===== config.mk =====
export PLATFORM = sky130hd
export DESIGN_NAME = accel_peak_step_counter_top
export DESIGN_NICKNAME = d
export VERILOG_FILES = /design/src/rtl/core/apsc_pkg.sv /design/src/rtl/core/accel_peak_step_counter_top.sv /design/src/rtl/core/apsc_front.sv /design/src/rtl/core/apsc_queue.sv /design/src/rtl/core/apsc_back.sv
export SDC_FILE = /design/constraint.sdc
export NUM_CORES = 2
export LEC_CHECK = 0
export BUFFER_PORTS_ARGS = -buffer_cell sky130_fd_sc_hd__buf_2
export CORE_MARGIN = 1.5
export CORE_UTILIZATION = 30
export CTS_CLUSTER_SIZE = 10
export DETAILED_ROUTE_END_ITERATION = 6
export PLACE_DENSITY = 0.42
export SYNTH_ARGS = -nofsm -noshare
export SYNTH_HDL_FRONTEND = slang
export SYNTH_SLANG_ARGS = --single-unit

===== constraint.sdc =====
create_clock -name i_clk -period 8.3 [get_ports i_clk]
set_clock_uncertainty 0.1 [all_clocks]
set_input_delay 1.245 -clock i_clk [delete_from_list [all_inputs] [get_ports i_clk]]
set_output_delay 1.245 -clock i_clk [all_outputs]
set_load 0.01 [all_outputs]

===== src/rtl/core/apsc_pkg.sv =====
// ----------------------------------------------------------------------------
// apsc_pkg: shared types and constants of the peak/valley step counter
// Register indexes, reset values, queue entry layout and the back-end states.
// ----------------------------------------------------------------------------
`timescale 1ns / 1ps

package apsc_pkg;

    // Field widths
    localparam int TIME_W  = 32;
    localparam int ACCEL_W = 16;
    localparam int SUM_W   = 32;
    localparam int MAG_W   = 16;
    localparam int TOTAL_W = 32;
    localparam int CNT_W   = 8;
    localparam int CFG_W   = 16;
    localparam int CFG_IDX_W = 2;

    // Square root: one result bit per iteration
    localparam int ROOT_STEPS = SUM_W / 2;
    localparam int ROOT_CNT_W = $clog2(ROOT_STEPS);

    // Queue between front and back
    localparam int Q_DEPTH_DEF = 2;

    // Register reset values
    localparam logic [CFG_W-1:0] SWING_THR_RST = 16'd100;
    localparam logic [CFG_W-1:0] FAST_LIM_RST  = 16'd200;
    localparam logic [CFG_W-1:0] SLOW_LIM_RST  = 16'd10000;
    localparam logic [CNT_W-1:0] CONFIRM_RST   = 8'd7;

    // Register indexes
    typedef enum logic [CFG_IDX_W-1:0] {
        CFG_SWING_THR = 2'd0,
        CFG_FAST_LIM  = 2'd1,
        CFG_SLOW_LIM  = 2'd2,
        CFG_CONFIRM   = 2'd3
    } t_cfg_idx;

    // One queued sample: timestamp and sum of squares
    typedef struct packed {
        logic [TIME_W-1:0] time_ms;
        logic [SUM_W-1:0]  sum_sq;
    } t_qentry;

    // Write side of the queue
    typedef struct packed {
        logic    valid;
        t_qentry data;
    } t_qpush;

    // Read side status of the queue
    typedef struct packed {
        logic    full;
        logic    empty;
        t_qentry head;
    } t_qstat;

    // Back-end sequencer
    typedef enum logic [3:0] {
        S_IDLE   = 4'b0001,
        S_ROOT   = 4'b0010,
        S_EVAL   = 4'b0100,
        S_COMMIT = 4'b1000
    } t_back_state;

endpackage


===== src/rtl/core/accel_peak_step_counter_top.sv =====
// ----------------------------------------------------------------------------
// accel_peak_step_counter_top: peak/valley pedometer step counter
// Input channel: one timestamped three-axis sample per transfer
//   (i_in_valid / o_in_stall). Output channel: the running step total after
//   that sample, one result per sample, in order (o_out_valid / i_out_stall).
// Configuration: i_cfg_we writes i_cfg_data into register i_cfg_idx
//   (0 swing threshold, 1 fast limit, 2 slow limit, 3 confirm count);
//   write only while no sample is in flight.
// Path from input transfer to result valid: the squaring stage, the queue,
//   the idle state that pops the queue, 16 square-root iterations, the
//   peak/valley state and the decision state.
// The step engine handles one sample at a time: it takes no new sample until
//   the bit-serial square root and the decision for the last one are done.
// The intake and the queue keep taking samples while the engine works;
//   o_in_stall rises once the queue and the squaring stage are full.
// When the receiver stalls, the result holds in the output register and the
//   engine waits after finishing its next sample.
// Reset (synchronous, active low) empties the queue, clears the detector
//   and totals and loads the register defaults; no clearing pass is needed.
// ----------------------------------------------------------------------------
`timescale 1ns / 1ps

module accel_peak_step_counter_top #(
    parameter int Q_DEPTH = apsc_pkg::Q_DEPTH_DEF
) (
    input  logic                                i_clk,
    input  logic                                i_rst_n,
    input  logic                                i_cfg_we,
    input  logic [apsc_pkg::CFG_IDX_W-1:0]      i_cfg_idx,
    input  logic [apsc_pkg::CFG_W-1:0]          i_cfg_data,
    input  logic                                i_in_valid,
    output logic                                o_in_stall,
    input  logic [apsc_pkg::TIME_W-1:0]         i_time_ms,
    input  logic signed [apsc_pkg::ACCEL_W-1:0] i_accel_x,
    input  logic signed [apsc_pkg::ACCEL_W-1:0] i_accel_y,
    input  logic signed [apsc_pkg::ACCEL_W-1:0] i_accel_z,
    output logic                                o_out_valid,
    input  logic                                i_out_stall,
    output logic [apsc_pkg::TOTAL_W-1:0]        o_total_steps
);
    import apsc_pkg::*;

    t_qpush q_push;
    t_qstat q_stat;
    logic   q_pop;

    // Intake and squaring
    apsc_front u_front (
        .i_clk      (i_clk),
        .i_rst_n    (i_rst_n),
        .i_in_valid (i_in_valid),
        .o_in_stall (o_in_stall),
        .i_time_ms  (i_time_ms),
        .i_accel_x  (i_accel_x),
        .i_accel_y  (i_accel_y),
        .i_accel_z  (i_accel_z),
        .i_q_full   (q_stat.full),
        .o_push     (q_push)
    );

    // Decoupling queue
    apsc_queue #(
        .Q_DEPTH (Q_DEPTH)
    ) u_queue (
        .i_clk   (i_clk),
        .i_rst_n (i_rst_n),
        .i_push  (q_push),
        .i_pop   (q_pop),
        .o_stat  (q_stat)
    );

    // Step engine
    apsc_back u_back (
        .i_clk         (i_clk),
        .i_rst_n       (i_rst_n),
        .i_cfg_we      (i_cfg_we),
        .i_cfg_idx     (i_cfg_idx),
        .i_cfg_data    (i_cfg_data),
        .i_q_stat      (q_stat),
        .o_q_pop       (q_pop),
        .o_out_valid   (o_out_valid),
        .i_out_stall   (i_out_stall),
        .o_total_steps (o_total_steps)
    );

endmodule


===== src/rtl/core/apsc_front.sv =====
// ----------------------------------------------------------------------------
// apsc_front: sample intake
// Accepts samples, squares the three axes in one register stage and pushes
// timestamp plus sum of squares into the queue.
// ----------------------------------------------------------------------------
`timescale 1ns / 1ps

module apsc_front (
    input  logic                           i_clk,
    input  logic                           i_rst_n,
    input  logic                           i_in_valid,
    output logic                           o_in_stall,
    input  logic [apsc_pkg::TIME_W-1:0]    i_time_ms,
    input  logic signed [apsc_pkg::ACCEL_W-1:0] i_accel_x,
    input  logic signed [apsc_pkg::ACCEL_W-1:0] i_accel_y,
    input  logic signed [apsc_pkg::ACCEL_W-1:0] i_accel_z,
    input  logic                           i_q_full,
    output apsc_pkg::t_qpush               o_push
);
    import apsc_pkg::*;

    logic                    r_valid;
    logic [TIME_W-1:0]       r_time;
    logic [SUM_W-1:0]        r_sq_x;
    logic [SUM_W-1:0]        r_sq_y;
    logic [SUM_W-1:0]        r_sq_z;
    logic signed [SUM_W-1:0] sq_x;
    logic signed [SUM_W-1:0] sq_y;
    logic signed [SUM_W-1:0] sq_z;
    logic                    accept;
    logic                    push_done;

    // Square each axis; results are never negative
    assign sq_x = i_accel_x * i_accel_x;
    assign sq_y = i_accel_y * i_accel_y;
    assign sq_z = i_accel_z * i_accel_z;

    // Hold the sample while the queue is full
    assign push_done  = r_valid && !i_q_full;
    assign o_in_stall = r_valid && i_q_full;
    assign accept     = i_in_valid && !o_in_stall;

    // Sum the squares on the way into the queue
    assign o_push.valid        = r_valid;
    assign o_push.data.time_ms = r_time;
    assign o_push.data.sum_sq  = r_sq_x + r_sq_y + r_sq_z;

    // Stage valid flag
    always_ff @(posedge i_clk) begin
        if (!i_rst_n) begin
            r_valid <= 1'b0;
        end else if (accept) begin
            r_valid <= 1'b1;
        end else if (push_done) begin
            r_valid <= 1'b0;
        end
    end

    // Load squares on each transfer
    always_ff @(posedge i_clk) begin
        if (accept) begin
            r_time <= i_time_ms;
            r_sq_x <= $unsigned(sq_x);
            r_sq_y <= $unsigned(sq_y);
            r_sq_z <= $unsigned(sq_z);
        end
    end

endmodule


===== src/rtl/core/apsc_queue.sv =====
// ----------------------------------------------------------------------------
// apsc_queue: short sample queue
// Register FIFO between the intake and the step engine.
// ----------------------------------------------------------------------------
`timescale 1ns / 1ps

module apsc_queue #(
    parameter int Q_DEPTH = apsc_pkg::Q_DEPTH_DEF
) (
    input  logic             i_clk,
    input  logic             i_rst_n,
    input  apsc_pkg::t_qpush i_push,
    input  logic             i_pop,
    output apsc_pkg::t_qstat o_stat
);
    import apsc_pkg::*;

    localparam int PTR_W = (Q_DEPTH > 1) ? $clog2(Q_DEPTH) : 1;
    localparam int CNT_QW = $clog2(Q_DEPTH + 1);
    localparam logic [PTR_W-1:0]  LAST_PTR = PTR_W'(Q_DEPTH - 1);
    localparam logic [CNT_QW-1:0] FULL_CNT = CNT_QW'(Q_DEPTH);

    t_qentry           r_mem [Q_DEPTH];
    logic [PTR_W-1:0]  r_wr_ptr;
    logic [PTR_W-1:0]  r_rd_ptr;
    logic [CNT_QW-1:0] r_count;
    logic              do_push;
    logic              do_pop;

    assign o_stat.full  = (r_count == FULL_CNT);
    assign o_stat.empty = (r_count == '0);
    assign o_stat.head  = r_mem[r_rd_ptr];

    assign do_push = i_push.valid && !o_stat.full;
    assign do_pop  = i_pop && !o_stat.empty;

    // Advance pointers and fill level
    always_ff @(posedge i_clk) begin
        if (!i_rst_n) begin
            r_wr_ptr <= '0;
            r_rd_ptr <= '0;
            r_count  <= '0;
        end else begin
            if (do_push) begin
                r_wr_ptr <= (r_wr_ptr == LAST_PTR) ? '0 : r_wr_ptr + 1'b1;
            end
            if (do_pop) begin
                r_rd_ptr <= (r_rd_ptr == LAST_PTR) ? '0 : r_rd_ptr + 1'b1;
            end
            if (do_push && !do_pop) begin
                r_count <= r_count + 1'b1;
            end else if (do_pop && !do_push) begin
                r_count <= r_count - 1'b1;
            end
        end
    end

    // Store entries
    always_ff @(posedge i_clk) begin
        if (do_push) begin
            r_mem[r_wr_ptr] <= i_push.data;
        end
    end

endmodule


===== src/rtl/core/apsc_back.sv =====
// ----------------------------------------------------------------------------
// apsc_back: step engine
// Takes queued samples, forms the magnitude with a bit-serial square root,
// tracks peaks and valleys, updates step counts and drives the result register.
// ----------------------------------------------------------------------------
`timescale 1ns / 1ps

module apsc_back (
    input  logic                             i_clk,
    input  logic                             i_rst_n,
    input  logic                             i_cfg_we,
    input  logic [apsc_pkg::CFG_IDX_W-1:0]   i_cfg_idx,
    input  logic [apsc_pkg::CFG_W-1:0]       i_cfg_data,
    input  apsc_pkg::t_qstat                 i_q_stat,
    output logic                             o_q_pop,
    output logic                             o_out_valid,
    input  logic                             i_out_stall,
    output logic [apsc_pkg::TOTAL_W-1:0]     o_total_steps
);
    import apsc_pkg::*;

    localparam logic [SUM_W-1:0] ROOT_BIT0 = SUM_W'(1) << (SUM_W - 2);
    localparam logic [ROOT_CNT_W-1:0] ROOT_LAST = ROOT_CNT_W'(ROOT_STEPS - 1);
    localparam logic [CNT_W-1:0] CNT_MAX = '1;

    // Configuration registers
    logic [CFG_W-1:0] r_swing_thr;
    logic [CFG_W-1:0] r_fast_lim;
    logic [CFG_W-1:0] r_slow_lim;
    logic [CNT_W-1:0] r_confirm;

    // Sequencer and per-sample working registers
    t_back_state       r_state;
    t_back_state       n_state;
    logic [TIME_W-1:0] r_time;
    logic [SUM_W-1:0]  r_rem;
    logic [SUM_W-1:0]  r_res;
    logic [SUM_W-1:0]  r_bit;
    logic [ROOT_CNT_W-1:0] r_iter;
    logic              r_cand;
    logic [TIME_W-1:0] r_gap;

    // Detector state
    logic              r_falling;
    logic [MAG_W-1:0]  r_prev_mag;
    logic [MAG_W-1:0]  r_peak;
    logic [MAG_W-1:0]  r_valley;
    logic [TIME_W-1:0] r_last_step;
    logic [CNT_W-1:0]  r_pending;
    logic              r_walking;
    logic [TOTAL_W-1:0] r_total;

    // Result register
    logic               r_out_valid;
    logic [TOTAL_W-1:0] r_out_total;

    logic [SUM_W-1:0]  trial;
    logic              take_bit;
    logic [MAG_W-1:0]  mag;
    logic              is_peak;
    logic              is_valley;
    logic [MAG_W-1:0]  n_peak;
    logic [MAG_W-1:0]  n_valley;
    logic [MAG_W-1:0]  swing;
    logic              out_free;
    logic              too_fast;
    logic              too_slow;
    logic [CNT_W-1:0]  pend_inc;
    logic              n_walking;
    logic [TOTAL_W-1:0] n_total;
    logic [CNT_W-1:0]  n_pending;

    assign o_out_valid   = r_out_valid;
    assign o_total_steps = r_out_total;
    assign out_free      = !r_out_valid || !i_out_stall;
    assign o_q_pop       = (r_state == S_IDLE) && !i_q_stat.empty;

    // Square root step
    assign trial    = r_res + r_bit;
    assign take_bit = (r_rem >= trial);

    // Slope tracking
    assign mag       = r_res[MAG_W-1:0];
    assign is_peak   = !r_falling && (mag <= r_prev_mag);
    assign is_valley = r_falling && (mag > r_prev_mag);
    assign n_peak    = is_peak ? r_prev_mag : r_peak;
    assign n_valley  = is_valley ? r_prev_mag : r_valley;
    assign swing     = n_peak - n_valley;

    // Step decision
    assign too_fast  = r_gap < TIME_W'(r_fast_lim);
    assign too_slow  = r_gap > TIME_W'(r_slow_lim);
    assign pend_inc  = r_cand ? ((r_pending == CNT_MAX) ? CNT_MAX : r_pending + 1'b1)
                              : r_pending;
    assign n_walking = r_walking || (r_cand && (pend_inc >= r_confirm));
    assign n_total   = n_walking ? r_total + TOTAL_W'(pend_inc) : r_total;
    assign n_pending = n_walking ? '0 : pend_inc;

    // Sequencer
    always_comb begin
        n_state = r_state;
        unique case (r_state)
            S_IDLE: begin
                if (!i_q_stat.empty) begin
                    n_state = S_ROOT;
                end
            end
            S_ROOT: begin
                if (r_iter == ROOT_LAST) begin
                    n_state = S_EVAL;
                end
            end
            S_EVAL: begin
                n_state = S_COMMIT;
            end
            S_COMMIT: begin
                if (out_free) begin
                    n_state = S_IDLE;
                end
            end
            default: begin
                n_state = S_IDLE;
            end
        endcase
    end

    always_ff @(posedge i_clk) begin
        if (!i_rst_n) begin
            r_state <= S_IDLE;
        end else begin
            r_state <= n_state;
        end
    end

    // Configuration writes
    always_ff @(posedge i_clk) begin
        if (!i_rst_n) begin
            r_swing_thr <= SWING_THR_RST;
            r_fast_lim  <= FAST_LIM_RST;
            r_slow_lim  <= SLOW_LIM_RST;
            r_confirm   <= CONFIRM_RST;
        end else if (i_cfg_we) begin
            unique case (i_cfg_idx)
                CFG_SWING_THR: r_swing_thr <= i_cfg_data;
                CFG_FAST_LIM:  r_fast_lim  <= i_cfg_data;
                CFG_SLOW_LIM:  r_slow_lim  <= i_cfg_data;
                CFG_CONFIRM:   r_confirm   <= i_cfg_data[CNT_W-1:0];
                default: ;
            endcase
        end
    end

    // Load a sample and run the square root
    always_ff @(posedge i_clk) begin
        if (o_q_pop) begin
            r_time <= i_q_stat.head.time_ms;
            r_rem  <= i_q_stat.head.sum_sq;
            r_res  <= '0;
            r_bit  <= ROOT_BIT0;
            r_iter <= '0;
        end else if (r_state == S_ROOT) begin
            if (take_bit) begin
                r_rem <= r_rem - trial;
                r_res <= (r_res >> 1) + r_bit;
            end else begin
                r_res <= r_res >> 1;
            end
            r_bit  <= r_bit >> 2;
            r_iter <= r_iter + 1'b1;
        end
    end

    // Register candidate flag and gap for the decision cycle
    always_ff @(posedge i_clk) begin
        if (r_state == S_EVAL) begin
            r_cand <= (is_peak || is_valley) && (swing > r_swing_thr);
            r_gap  <= r_time - r_last_step;
        end
    end

    // Detector and counter state
    always_ff @(posedge i_clk) begin
        if (!i_rst_n) begin
            r_falling   <= 1'b0;
            r_prev_mag  <= '0;
            r_peak      <= '0;
            r_valley    <= '0;
            r_last_step <= '0;
            r_pending   <= '0;
            r_walking   <= 1'b0;
            r_total     <= '0;
        end else if (r_state == S_EVAL) begin
            if (is_peak) begin
                r_falling <= 1'b1;
            end else if (is_valley) begin
                r_falling <= 1'b0;
            end
            r_peak     <= n_peak;
            r_valley   <= n_valley;
            r_prev_mag <= mag;
        end else if ((r_state == S_COMMIT) && out_free) begin
            if (r_cand && too_fast) begin
                // drop: gap too short to be a step
            end else if (r_cand && too_slow) begin
                r_walking   <= 1'b0;
                r_pending   <= '0;
                r_last_step <= r_time;
            end else begin
                if (r_cand) begin
                    r_last_step <= r_time;
                end
                r_walking <= n_walking;
                r_pending <= n_pending;
                r_total   <= n_total;
            end
        end
    end

    // Result register
    always_ff @(posedge i_clk) begin
        if (!i_rst_n) begin
            r_out_valid <= 1'b0;
        end else if ((r_state == S_COMMIT) && out_free) begin
            r_out_valid <= 1'b1;
        end else if (!i_out_stall) begin
            r_out_valid <= 1'b0;
        end
    end

    always_ff @(posedge i_clk) begin
        if ((r_state == S_COMMIT) && out_free) begin
            r_out_total <= (r_cand && (too_fast || too_slow)) ? r_total : n_total;
        end
    end

endmodule

Yosys cells after proc, flatten, opt, wreduce, memory -nomap -nowiden:

Memories as Yosys holds them, arrays and structs flattened. A register that Yosys moved wholly into a read port is not among the register bits.
Index checks and enable logic that the tools add are counted.

* bits in registers: 497
* memory bits (writable): 128
* input bits: 103
* output and inout port bits: 34
* word-level logic and storage cells: 150
* memories kept: 1

* add/subtract/negate cells: 14
* $mul: 3
* magnitude comparators: 7
* equal/unequal tests: 14
* mux-type cells: 33
* bitwise gates (word level): 3
* reduce and logical (&&, ||, !) cells: 45

Memory list
* u_queue.r_mem: words 2, bits a word 64, read ports 1, clocked after Yosys merged registers in 1, write ports 1, RTL line apsc_queue.sv:23 `t_qentry r_mem [Q_DEPTH];`

Operators by type and width (number)
* two-way mux 32 bit: 8
* multiplier 16 x 16 -> 32 bit: 3
* adder 32 bit: 2
* subtractor 32 bit: 2
* adder 31 x 31 -> 32 bit: 1
* adder 32 x 31 -> 32 bit: 1
* adder 32 x 8 -> 32 bit: 1
* >= comparator 32 bit: 1
* > comparator 16 bit: 2
* > comparator 32 x 16 -> 1 bit: 1
* less-than comparator 32 x 16 -> 1 bit: 1
* two-way mux 16 bit: 2
* two-way mux 8 bit: 4
* <= comparator 16 bit: 1
* one-hot mux 4 bit (4 select lines): 1
* subtractor 16 bit: 1
* logical AND 1 bit: 15
* two-way mux 1 bit: 13
* two-way mux 4 bit: 3
* AND reduction 2 bit: 6
* nonzero test 2 bit: 6
* adder 8 x 1 -> 8 bit, second input constant: 1
* == test 4 bit, second input constant: 2
* == test 8 bit, second input constant: 1
* other kinds (19): 40

Logic depth before layout (Yosys ltp):

* depth in word-level cells: 8
* depth in mapped cells: 36
* depth with buffers taken out: 33

By module:

From an unflattened synthesis, not the netlist that was laid out.

* cells, all modules: 6020
* area total of the unflattened synthesis: 59553.4 um^2

Modules (own cells, without submodules)
* apsc_front: instances 1, cells an instance 3295, area each 32552.5 um^2, sequential area each 3773.6 um^2
* apsc_back: instances 1, cells an instance 2501, area each 22130.0 um^2, sequential area each 8578.2 um^2
* apsc_queue: instances 1, cells an instance 224, area each 4870.9 um^2, sequential area each 3943.8 um^2

Worst setup path before layout:

OpenSTA, ideal clock, no wires.

* path kind: input port to flip-flop
* start point: input i_accel_y[15] in the netlist's numbering
* end point: register u_front.r_sq_y[30], data pin
* setup time: 0.282 ns
* data arrival time: 7.053 ns
* data required time: 7.918 ns
* setup slack: 0.864 ns
* stages on the path: 24
* buffers on the path: 3
* cell sequence: clkbuf_1 > clkbuf_1 > nand2_1 > inv_1 > fa_1 > inv_1 > fa_1 > inv_1 > fa_1 > fa_1 > fa_1 > inv_1 > fa_1 > inv_1 > ha_1 > clkbuf_1 > and4_1 > nand3_1 > nor4_1 > o31ai_1 > a311oi_1 > o21a_1 > o21a_1 > o311ai_0

* longest elaborated chain between the ends: 1

RTL lines
* start, declared: RTL line accel_peak_step_counter_top.sv:35 `input logic signed [apsc_pkg::ACCEL_W-1:0] i_accel_y,`
* multiplier 16 x 16 -> 32 bit: RTL line apsc_front.sv:35 `assign sq_y = i_accel_y * i_accel_y;`
* named net u_front.sq_y[30]: RTL line apsc_front.sv:28 `logic signed [SUM_W-1:0] sq_y;`
* end signal, assigned: RTL line apsc_front.sv:64 `r_sq_y <= $unsigned(sq_y);`
* end, declared: RTL line apsc_front.sv:25 `logic [SUM_W-1:0] r_sq_y;`

The timed path passes the listed nets, and every way through them passes these cells.
A chain may end at the register's enable or synchronous reset.

Worst setup path after layout:

* start point: input i_accel_y[3] in the netlist's numbering
* end point: register u_front.r_sq_y[30], data pin

Same word-level chain as after synthesis.

==> metrics.cfg <==
[status]
outcome=completed

[yosys]
synth-edff-count=382
syn_area_per_cell_sq_um=9.91
synth-seq-area-share=0.276
synth_area_leader_cell=fa_1
synthFlopType=edfxtp_1
ys_top_cells_by_area=fa_1 26%, edfxtp_1 19%, ha_1 9.9%, dfxtp_1 8.2%, inv_1 7.2%
synth_seq_cells=623
async_reset_ff_frac=0
post-synth-top-count-cell=inv_1
yosys.cell_types.count=97
synth_area_sq_um=59000
synth_common_cells=1128 x inv_1, 758 x fa_1, 577 x nand2_1
netlist_instances=5960
synth.top_cell.area_share=0.257
ys_warn_count=0

[worst_setup_path]
cp_slowest_cell=a221oi_1
endpoint_kind=flip-flop
cp_top_family=adder cells
crit_chain=buf_2 -> and2_1 -> fa_1 -> inv_1 -> fa_1 -> inv_1 -> fa_1 -> fa_1 -> inv_1 -> fa_1 -> inv_1 -> fa_1 -> ha_1 -> a21o_1 -> a221oi_1 -> o21ai_1 -> o31ai_1 -> a311oi_1 -> o21a_1 -> o21a_1 -> o311ai_0
critPathLaunchType=input pin
critPathRequiredTime_ns=8.64
cp_num_buf_inv=5
startpoint=i_accel_y[3]
crit_type=in -> reg
cp_common_cell=fa_1
reg2reg_from=u_back.r_prev_mag[3]
worstPathArrival_ns=7.75
critPathMaxFanout=16
worst_path_largest_cell_delay_ns=0.69

[routing]
wire_per_inst_microns=16.3
detail-route-antenna-nets=0
vias=39700
drt_iter0_markers=1653
drc=0
wirelength_microns=142000
drtPass1Iterations=5
viasPerCell=4.57

[die]
num_io_pins=137
start_util=0.303
core.rowCount=162
die_area_sq_um=199000
die_h_microns=447
die_x_microns=447
core-area_sq_um=195000

[clock_tree]
path_clk_slew_ns=0.05
tritoncts=built
cts-hold-fix-buffers=0
h-tree-depth=3
cts-resized-gates=0
cts-buffers-inserted=80
cts_root_buf=clkbuf_16
clock_insertion_delay_worst_skew_ns=0.67
post-cts-setup-buffers=0
cts_buffer_depth=3
cts_sinks=623

[sta]
setup_slack_ns=0.890
rsz0062_at_grt=false
whs_ns=0.341
drv_slew=0
period_share=0.893
relSlewSlack=0.239
worst_pin_slew_ns=1.14
setup_tns_ns=0
finalHoldViolCount=0
setup_viol=0
fin_crit_ns=7.41
fmax_mhz=135

[finish]
diodes=0
nNetsFinal=7352
fillCellCount=20100
area_growth_pct=10.2
multi_input_area_sq_um=37800
seq_area_sq_um=16300
drive_gt1_frac=0.0655

[global_routing]
grt_pass1_wl_microns=232000
overflow=0
grt_max_degree=115
first_global_vias=42300
grt_usage=0.145
antenna_found_initial=2

[placed_design]
gp_congestion=0.797
dp_slack_ns=0.273
dpl.hpwl_microns=112000
portBuffers=136

[worst_hold_path]
min_from=u_front.r_time[7]
hold_path_class=reg -> reg

[flow_run]
maxCapViolations=0

## kinds of logic (layout without fill, tap and decap cells)
| family | count (synthesis) | after routing | share of synthesized area |
|---|---|---|---|
| buffers and inverters | 1325 | 1438 | 0.0847 |
| muxes | 142 | 142 | 0.0254 |
| xor gates and xnor gates | 287 | 287 | 0.0426 |
| DFF | 623 | 623 | 0.276 |
| and+or+nand+nor | 1413 | 1413 | 0.113 |
| AOI/OAI and AO/OA | 944 | 944 | 0.103 |
| other | 1 | 3 | 0.0000635 |
| adders and majority gates | 1225 | 1225 | 0.356 |
## worst register-to-register path, delay by kind of cell, from the launching register on
kind | cells | cell delay [ns]
compound gates | 18 | 2.99
xor+xnor | 1 | 0.16
fa+ha+maj | 4 | 1.19
mux | 1 | 0.41
flops | 1 | 0.48
simple gates | 6 | 0.58
buf+inv | 2 | 0.47
## layer usage
metal	wire [microns]	track usage	share of wire
met4	2160	0.0296	0.015
met1	65300	0.190	0.46
met3	3180	0.0133	0.022
met5	0	0	0
met2	71400	0.260	0.50
## worst paths after layout
path / endpoint / slack, ns / cells past startpoint
max reg2reg: u_back.r_cand / 1.65 / 32
min reg2reg: u_queue.r_mem[0][39] / 0.34 / 0
min: u_queue.r_mem[0][39] / 0.34 / 0
max: u_front.r_sq_y[30] / 0.89 / 21
## cells in the final DEF, fill, tap and decap left out, types with 13 or more instances in the layout
master     instances
nand2_1          577
dfxtp_1          240
nor2b_1           47
o21a_1            46
a211oi_1          57
and2_1           142
mux2_2            63
nor3_1            58
o211ai_1          38
nand4_1           43
mux2i_1           79
nand2b_1          46
buf_2            136
a31oi_1           34
inv_1           1127
nor2_1           291
a21oi_1          328
xor2_1            94
and3_1            32
a21o_1            86
a221oi_1          13
fa_1             758
o21ai_0          147
clkbuf_16         85
buf_4             39
or2_2             14
o21bai_1          27
xnor2_1          193
edfxtp_1         382
ha_1             466
clkbuf_1          25
or3_1             22
or4_1             19
o31ai_1           33
nand3_1           64
## cell type report
class / instances / share of cell area
clock buffer: 116 / 0.0354
sequential: 623 / 0.250
inverter: 1130 / 0.0653
timing repair buffer: 176 / 0.0153
clock inverter: 16 / 0.00221
multi-input combinational: 4014 / 0.581
tap: 2624 / 0.0504
## metrics by stage
stage,util,instances,instance area (sq um)
final,0.333,8699,65100
after global routing,0.333,8699,65100
after CTS,0.333,8699,65100
after detailed placement,0.321,8567,62600
after global placement,0.321,8567,62600
after floorplan,-,5962,59100
## sequential cells by signal (all words and copies together) (netlist names), 31 cells and up, named ones only
| signal | cells |
|---|---|
| u_back.r_total | 32 |
| u_back.r_res | 32 |
| u_front.r_time | 32 |
| u_back.r_gap | 32 |
| u_front.r_sq_y | 31 |
| u_back.r_time | 32 |
| u_back.r_rem | 32 |
| u_back.r_last_step | 32 |
| u_back.o_total_steps | 32 |
| u_front.r_sq_x | 31 |
| u_front.r_sq_z | 31 |
| u_queue.r_mem | 128 |
Power is left out: the tool's default activity adds up to more than one toggle a clock period on the data nets, which glitch-free logic cannot reach.
